File: src/design/aes_pkg.sv
`timescale 1ns / 1ps

package aes_pkg;

  localparam int unsigned NumRounds  = 14;
  localparam int unsigned NumWords   = 60;
  localparam int unsigned MaxKeyWords = 8;
  localparam int unsigned CntW = $clog2(NumWords);

  typedef enum logic [1:0] {
    KeySize128 = 2'd0,
    KeySize192 = 2'd1,
    KeySize256 = 2'd2
  } key_size_e;

  typedef enum logic [2:0] {
    RegKeySize  = 3'd0,
    RegKeyWord0 = 3'd1,
    RegKeyWord1 = 3'd2,
    RegKeyWord2 = 3'd3,
    RegKeyWord3 = 3'd4
  } reg_idx_e;

  localparam logic [7:0] InvAffC = 8'h05;

  localparam logic [7:0] SBOX [256] = '{
    8'h63, 8'h7c, 8'h77, 8'h7b, 8'hf2, 8'h6b, 8'h6f, 8'hc5,
    8'h30, 8'h01, 8'h67, 8'h2b, 8'hfe, 8'hd7, 8'hab, 8'h76,
    8'hca, 8'h82, 8'hc9, 8'h7d, 8'hfa, 8'h59, 8'h47, 8'hf0,
    8'had, 8'hd4, 8'ha2, 8'haf, 8'h9c, 8'ha4, 8'h72, 8'hc0,
    8'hb7, 8'hfd, 8'h93, 8'h26, 8'h36, 8'h3f, 8'hf7, 8'hcc,
    8'h34, 8'ha5, 8'he5, 8'hf1, 8'h71, 8'hd8, 8'h31, 8'h15,
    8'h04, 8'hc7, 8'h23, 8'hc3, 8'h18, 8'h96, 8'h05, 8'h9a,
    8'h07, 8'h12, 8'h80, 8'he2, 8'heb, 8'h27, 8'hb2, 8'h75,
    8'h09, 8'h83, 8'h2c, 8'h1a, 8'h1b, 8'h6e, 8'h5a, 8'ha0,
    8'h52, 8'h3b, 8'hd6, 8'hb3, 8'h29, 8'he3, 8'h2f, 8'h84,
    8'h53, 8'hd1, 8'h00, 8'hed, 8'h20, 8'hfc, 8'hb1, 8'h5b,
    8'h6a, 8'hcb, 8'hbe, 8'h39, 8'h4a, 8'h4c, 8'h58, 8'hcf,
    8'hd0, 8'hef, 8'haa, 8'hfb, 8'h43, 8'h4d, 8'h33, 8'h85,
    8'h45, 8'hf9, 8'h02, 8'h7f, 8'h50, 8'h3c, 8'h9f, 8'ha8,
    8'h51, 8'ha3, 8'h40, 8'h8f, 8'h92, 8'h9d, 8'h38, 8'hf5,
    8'hbc, 8'hb6, 8'hda, 8'h21, 8'h10, 8'hff, 8'hf3, 8'hd2,
    8'hcd, 8'h0c, 8'h13, 8'hec, 8'h5f, 8'h97, 8'h44, 8'h17,
    8'hc4, 8'ha7, 8'h7e, 8'h3d, 8'h64, 8'h5d, 8'h19, 8'h73,
    8'h60, 8'h81, 8'h4f, 8'hdc, 8'h22, 8'h2a, 8'h90, 8'h88,
    8'h46, 8'hee, 8'hb8, 8'h14, 8'hde, 8'h5e, 8'h0b, 8'hdb,
    8'he0, 8'h32, 8'h3a, 8'h0a, 8'h49, 8'h06, 8'h24, 8'h5c,
    8'hc2, 8'hd3, 8'hac, 8'h62, 8'h91, 8'h95, 8'he4, 8'h79,
    8'he7, 8'hc8, 8'h37, 8'h6d, 8'h8d, 8'hd5, 8'h4e, 8'ha9,
    8'h6c, 8'h56, 8'hf4, 8'hea, 8'h65, 8'h7a, 8'hae, 8'h08,
    8'hba, 8'h78, 8'h25, 8'h2e, 8'h1c, 8'ha6, 8'hb4, 8'hc6,
    8'he8, 8'hdd, 8'h74, 8'h1f, 8'h4b, 8'hbd, 8'h8b, 8'h8a,
    8'h70, 8'h3e, 8'hb5, 8'h66, 8'h48, 8'h03, 8'hf6, 8'h0e,
    8'h61, 8'h35, 8'h57, 8'hb9, 8'h86, 8'hc1, 8'h1d, 8'h9e,
    8'he1, 8'hf8, 8'h98, 8'h11, 8'h69, 8'hd9, 8'h8e, 8'h94,
    8'h9b, 8'h1e, 8'h87, 8'he9, 8'hce, 8'h55, 8'h28, 8'hdf,
    8'h8c, 8'ha1, 8'h89, 8'h0d, 8'hbf, 8'he6, 8'h42, 8'h68,
    8'h41, 8'h99, 8'h2d, 8'h0f, 8'hb0, 8'h54, 8'hbb, 8'h16
  };

  function automatic logic [7:0] rotl8(input logic [7:0] v, input int unsigned n);
    logic [15:0] d;
    d = {v, v} << n;
    return d[15:8];
  endfunction

  function automatic logic [7:0] affine_undo(input logic [7:0] c);
    return rotl8(c, 1) ^ rotl8(c, 3) ^ rotl8(c, 6) ^ InvAffC;
  endfunction

  function automatic logic [7:0] sub_byte(input logic [7:0] c);
    return SBOX[c];
  endfunction

  // field inverse recovered from the forward table through the inverse affine map
  function automatic logic [7:0] inv_sub_byte(input logic [7:0] c);
    return affine_undo(SBOX[affine_undo(c)]);
  endfunction

  function automatic logic [31:0] sub_word(input logic [31:0] w);
    return {sub_byte(w[31:24]), sub_byte(w[23:16]), sub_byte(w[15:8]), sub_byte(w[7:0])};
  endfunction

  function automatic logic [7:0] xtime(input logic [7:0] a);
    return {a[6:0], 1'b0} ^ (a[7] ? 8'h1b : 8'h00);
  endfunction

  function automatic logic [31:0] mix_col(input logic [31:0] c);
    logic [7:0] a0, a1, a2, a3;
    a0 = c[31:24]; a1 = c[23:16]; a2 = c[15:8]; a3 = c[7:0];
    return {xtime(a0) ^ xtime(a1) ^ a1 ^ a2 ^ a3,
            a0 ^ xtime(a1) ^ xtime(a2) ^ a2 ^ a3,
            a0 ^ a1 ^ xtime(a2) ^ xtime(a3) ^ a3,
            xtime(a0) ^ a0 ^ a1 ^ a2 ^ xtime(a3)};
  endfunction

  function automatic logic [31:0] inv_mix_col(input logic [31:0] c);
    logic [7:0] a [4];
    logic [7:0] x2 [4];
    logic [7:0] x4 [4];
    logic [7:0] x8 [4];
    logic [7:0] m9 [4];
    logic [7:0] mb [4];
    logic [7:0] md [4];
    logic [7:0] me [4];
    logic [31:0] r;
    for (int k = 0; k < 4; k++) begin
      a[k]  = c[31-8*k -: 8];
      x2[k] = xtime(a[k]);
      x4[k] = xtime(x2[k]);
      x8[k] = xtime(x4[k]);
      m9[k] = x8[k] ^ a[k];
      mb[k] = x8[k] ^ x2[k] ^ a[k];
      md[k] = x8[k] ^ x4[k] ^ a[k];
      me[k] = x8[k] ^ x4[k] ^ x2[k];
    end
    r[31:24] = me[0] ^ mb[1] ^ md[2] ^ m9[3];
    r[23:16] = m9[0] ^ me[1] ^ mb[2] ^ md[3];
    r[15:8]  = md[0] ^ m9[1] ^ me[2] ^ mb[3];
    r[7:0]   = mb[0] ^ md[1] ^ m9[2] ^ me[3];
    return r;
  endfunction

  // byte i of the state sits at bits 127-8i, row i%4, column i/4
  function automatic logic [127:0] row_rotate(input logic [127:0] s, input logic inv);
    logic [127:0] t;
    int unsigned src;
    for (int r = 0; r < 4; r++) begin
      for (int c = 0; c < 4; c++) begin
        src = inv ? ((c + 4 - r) % 4) : ((c + r) % 4);
        t[127-8*(r+4*c) -: 8] = s[127-8*(r+4*src) -: 8];
      end
    end
    return t;
  endfunction

endpackage

File: src/design/aes_kexp.sv
`timescale 1ns / 1ps

module aes_kexp (
  input  logic         clk_i,
  input  logic         rst_ni,
  input  logic         cfg_we_i,
  input  logic [2:0]   cfg_idx_i,
  input  logic [63:0]  cfg_data_i,
  output logic         busy_o,
  output logic [1:0]   key_size_o,
  output logic [127:0] rkey_o [aes_pkg::NumRounds+1]
);

  logic [1:0]  ksz_q;
  logic [63:0] kw_q [4];
  logic        busy_q;
  logic [aes_pkg::CntW-1:0] cnt_q;
  logic [2:0]  pos_q;
  logic [7:0]  rc_q;
  logic [31:0] win_q [aes_pkg::MaxKeyWords];
  logic [31:0] rk_q [aes_pkg::NumWords];

  logic [2:0]  nk_m1;
  logic [31:0] w_new, t, kword;
  logic [63:0] ksel;
  logic        key_phase, restart;

  always_comb begin
    unique case (ksz_q)
      aes_pkg::KeySize128: nk_m1 = 3'd3;
      aes_pkg::KeySize192: nk_m1 = 3'd5;
      default:             nk_m1 = 3'd7;
    endcase
  end

  assign key_phase = ({{(aes_pkg::CntW-3){1'b0}}, nk_m1} >= cnt_q);
  assign ksel  = kw_q[cnt_q[2:1]];
  assign kword = cnt_q[0] ? ksel[31:0] : ksel[63:32];

  always_comb begin
    t = win_q[0];
    if (pos_q == 3'd0) begin
      t = aes_pkg::sub_word({win_q[0][23:0], win_q[0][31:24]}) ^ {rc_q, 24'h0};
    end else if (nk_m1 == 3'd7 && pos_q == 3'd4) begin
      t = aes_pkg::sub_word(win_q[0]);
    end
    w_new = key_phase ? kword : (win_q[nk_m1] ^ t);
  end

  assign restart = cfg_we_i && (cfg_idx_i <= aes_pkg::RegKeyWord3);

  always_ff @(posedge clk_i or negedge rst_ni) begin
    if (!rst_ni) begin
      ksz_q  <= aes_pkg::KeySize128;
      for (int k = 0; k < 4; k++) kw_q[k] <= '0;
      busy_q <= 1'b1;
      cnt_q  <= '0;
      pos_q  <= '0;
      rc_q   <= 8'h01;
    end else if (restart) begin
      if (cfg_idx_i == aes_pkg::RegKeySize) begin
        ksz_q <= (cfg_data_i[1:0] == 2'd3) ? aes_pkg::KeySize256 : cfg_data_i[1:0];
      end else begin
        kw_q[cfg_idx_i[1:0] - 2'd1] <= cfg_data_i;
      end
      busy_q <= 1'b1;
      cnt_q  <= '0;
      pos_q  <= '0;
      rc_q   <= 8'h01;
    end else if (busy_q) begin
      busy_q <= (cnt_q != aes_pkg::CntW'(aes_pkg::NumWords - 1));
      cnt_q  <= cnt_q + 1'b1;
      pos_q  <= (pos_q == nk_m1) ? 3'd0 : pos_q + 3'd1;
      if (!key_phase && pos_q == 3'd0) rc_q <= aes_pkg::xtime(rc_q);
    end
  end

  // word store and sliding window of the last eight words
  always_ff @(posedge clk_i) begin
    if (busy_q && !restart) begin
      rk_q[cnt_q] <= w_new;
      win_q[0] <= w_new;
      for (int k = 1; k < aes_pkg::MaxKeyWords; k++) win_q[k] <= win_q[k-1];
    end
  end

  for (genvar r = 0; r <= aes_pkg::NumRounds; r++) begin : g_rk
    assign rkey_o[r] = {rk_q[4*r], rk_q[4*r+1], rk_q[4*r+2], rk_q[4*r+3]};
  end

  assign busy_o     = busy_q;
  assign key_size_o = ksz_q;

endmodule

File: config.mk
export PLATFORM = sky130hd
export DESIGN_NAME = aes_kexp
export DESIGN_NICKNAME = d
export VERILOG_FILES = /design/src/design/aes_pkg.sv /design/src/design/aes_kexp.sv
export SDC_FILE = /design/constraint.sdc
export NUM_CORES = 2
export LEC_CHECK = 0
export BUFFER_PORTS_ARGS = -buffer_cell sky130_fd_sc_hd__buf_2
export CORE_AREA = 2 2 787 789
export DETAILED_ROUTE_END_ITERATION = 8
export DIE_AREA = 0 0 789 791
export HOLD_SLACK_MARGIN = 0.1
export SYNTH_ARGS = -nofsm -noshare
export SYNTH_HDL_FRONTEND = slang
export SYNTH_SLANG_ARGS = --single-unit
File: constraint.sdc
create_clock -name clk_i -period 14.7 [get_ports clk_i]
set_input_delay 0.735 -clock clk_i [delete_from_list [all_inputs] [get_ports clk_i]]
set_output_delay 0.735 -clock clk_i [all_outputs]
set_load 0.005 [all_outputs]
==> run summary <==
outcome: complete, no violations
Max Cap Viol: 0
CTS max path bufs: 4
arrival time at the worst endpoint: 7380 ps
crit path time final: 6830 ps
H-tree levels: 5
area grow syn2layout: 32.8%
die width: 789 µm
PwrDens: 248 mW/mm²
first-pass GRT wire length: 539000 µm
Startpoint Class: flip-flop
Critical Path End Type: flip-flop
Primary FF master, synth: edfxtp_1
# DRC: 0
initial antenna violation count: 74
FF-to-FF Start: win_q[0][16]
drt wl/cell: 25.8 µm
Post-synth EDFFs: 2176
Critical path origin: win_q[0][16]
CTS tree: built
Post-Syn Instances: 5454
average cell area after synthesis: 17.1 µm²
Die Area: 0.624 mm²
Routed Wire Length: 414000 µm
total power: 30700 µW
Area contributors post-synth: edfxtp_1 (70%), dfrtp_1 (7.4%), mux2_2 (3.3%), mux4_2 (2.3%), o21ai_0 (1.3%)
mapped cell area: 0.0931 mm²
sequential share of the synthesized area: 0.776
most frequent cells in the layout: edfxtp_1 (2176), buf_2 (1991), mux2_2 (272)
DR iter-0 viols: 8504
Util after Layout: 0.201
setup TNS: 0 ps
Hold Crit Start: cfg_data_i[0]
leakage: 0.0431 µW
post-DR vias/cell: 3.97
synthesized net count: 5585
FP Rows: 289
Slew HR: 0.0554
commonest non-fill, non-tap cell in the layout: edfxtp_1
total global-route track usage: 0.123
maximum VDD drop: 0.317 mV
core box area: 0.617 mm²
CTS clk-pin slew, worst paths: 60 ps
root buffer cell: clkbuf_16
port bufs: 1992
via count: 63700
nets: 7764
First-pass DRT Iterations: 6
Max Fclk: 146 MHz
CP Max Fanout: 41
CP Class: flip-flop to flip-flop
Clock Latency Late Sink: 960 ps
post-route cell area: 0.124 mm²
I/O pin total: 1993
GPL Wtd Cong: 0.931
initial core utilization: 0.151
post-synth top area cell: edfxtp_1
aggregate global routing overflow: 0
RSZ-0062 raised after global routing: false
pin count of the biggest net entering global routing: 191
HP Class: input port to flip-flop
post-synth cell types: 86
placed inst area: 0.114 mm²
remaining antenna violation count after routing: 0
share of the synthesized area in the top cell type: 0.702
Worst EP required: 15250 ps
clock skew: 74.1 ps
Final Setup Violations: 0
final hold violations: 0
number of global-route vias before repair: 60300
CTS sink cnt: 2452
final worst-path cycle share: 0.465
fin. max-slew vios: 0
CTS buffer count: 265
#FFs+latches synth: 2452
Die H: 791 µm
layout cells sized above 1: 0.398
worst slew pin tran: 1420 ps
PostCTS Resize Cnt: 0
synth warn: 0
post-DP HPWL: 283000 µm
ys async rst share: 0.113
[where the power goes]
group | switching [µW] | internal [µW]
Clock | 2920 | 3740
Sequential | 288 | 10400
Combinational | 10600 | 2740
[timing repair]
item | CTS | global route
endpoints found under the setup margin | 0 | 0
setup buffers | 0 | 0
hold endpoints to repair | 332 | 0
hold buffers | 63 | 0
[logic make-up after synthesis]
logic type | Yosys count | share of synthesized area
and+or+nand+nor | 1018 | 0.0542
AOI/OAI and AO/OA | 1044 | 0.0763
xor gates and xnor gates | 51 | 0.00480
buffers and inverters | 405 | 0.0181
muxes | 423 | 0.0621
DFF | 2452 | 0.776
adders and majority gates | 61 | 0.00820
[metrics by stage]
| stage | cells | hold slack (ps) | setup WS, ps |
|---|---|---|---|
| final | 16000 | 238 | 7870 |
| after global routing | 16000 | 165 | 7740 |
| after CTS | 16000 | 131 | 8010 |
| after detailed placement | 15500 | 405 | 8050 |
| after global placement | 15500 | 400 | 7980 |
| after floorplan | 5454 | 400 | 5130 |
[worst paths after layout]
path / end / slack (ps) / cells after the start
worst min-delay path: key_size_o[0] / 240 / 3
max in group asynchronous: kw_q[231] / 12650 / 3
worst min register to register: win_q[7][5] / 350 / 0
min in group asynchronous: kw_q[66] / 430 / 2
worst max-delay path: rk_q[34][19] / 7870 / 14
worst max register to register: rk_q[34][19] / 7870 / 14
[cell type report]
cell class	instances	area [µm²]
diodes	46	115
clock buffers	331	7090
clock inverters	138	1480
fillers	65600	493000
inverters	50	195
multi-input cells	2597	20100
flip-flops and latches	2452	72300
well taps	8148	10200
repair buffers	2267	12200
[Yosys cell counts, drive strengths merged (13+ instances only)]
cell     count
o211ai      55
clkbuf     221
and2        28
a221oi      16
o21ai      235
a211o       21
nor2       243
nor3        82
o2111ai     17
o311a       13
dfrtp      274
o31ai       17
o221ai      26
mux4        96
buf        134
xnor2       41
edfxtp    2176
inv         45
nand3      100
mux2i       55
nor3b       17
o22ai       25
a311oi      40
a32oi       13
nand2      226
or2         29
a211oi      81
a31oi       58
mux2       272
nand2b      91
or3         18
a21oi      211
nor2b      115
a21o        19
o32ai       17
and3        19
ha          61
o21a        14
o311ai      49
[worst max-delay path, cell delays in order (launching register included)]
cell,delay (ps)
edfxtp_1,330
buf_4,370
clkinv_1,450
ha_1,870
nand2b_1,470
a21oi_1,340
nor4_1,120
or4_1,520
o32ai_1,770
nand2_1,140
o221ai_1,130
xnor2_1,140
a21oi_4,150
buf_4,580
buf_4,840
[flip-flops by register name (all words and copies together) (netlist names)]
signal      flops
win_q         256
kw_q          256
key_size_o      2
rc_q            8
cnt_q           6
pos_q           3
rk_q         1920
busy_o          1
[routing by layer]
metal  GRT usage  up-vias  share of wire
met5           0        -        0.00022
met4      0.0524       14          0.045
met3      0.0331      795           0.10
met2       0.196     4193           0.46
met1       0.158    32900           0.39
li1            -    25800              -
Power figures use the tool's default switching activity.
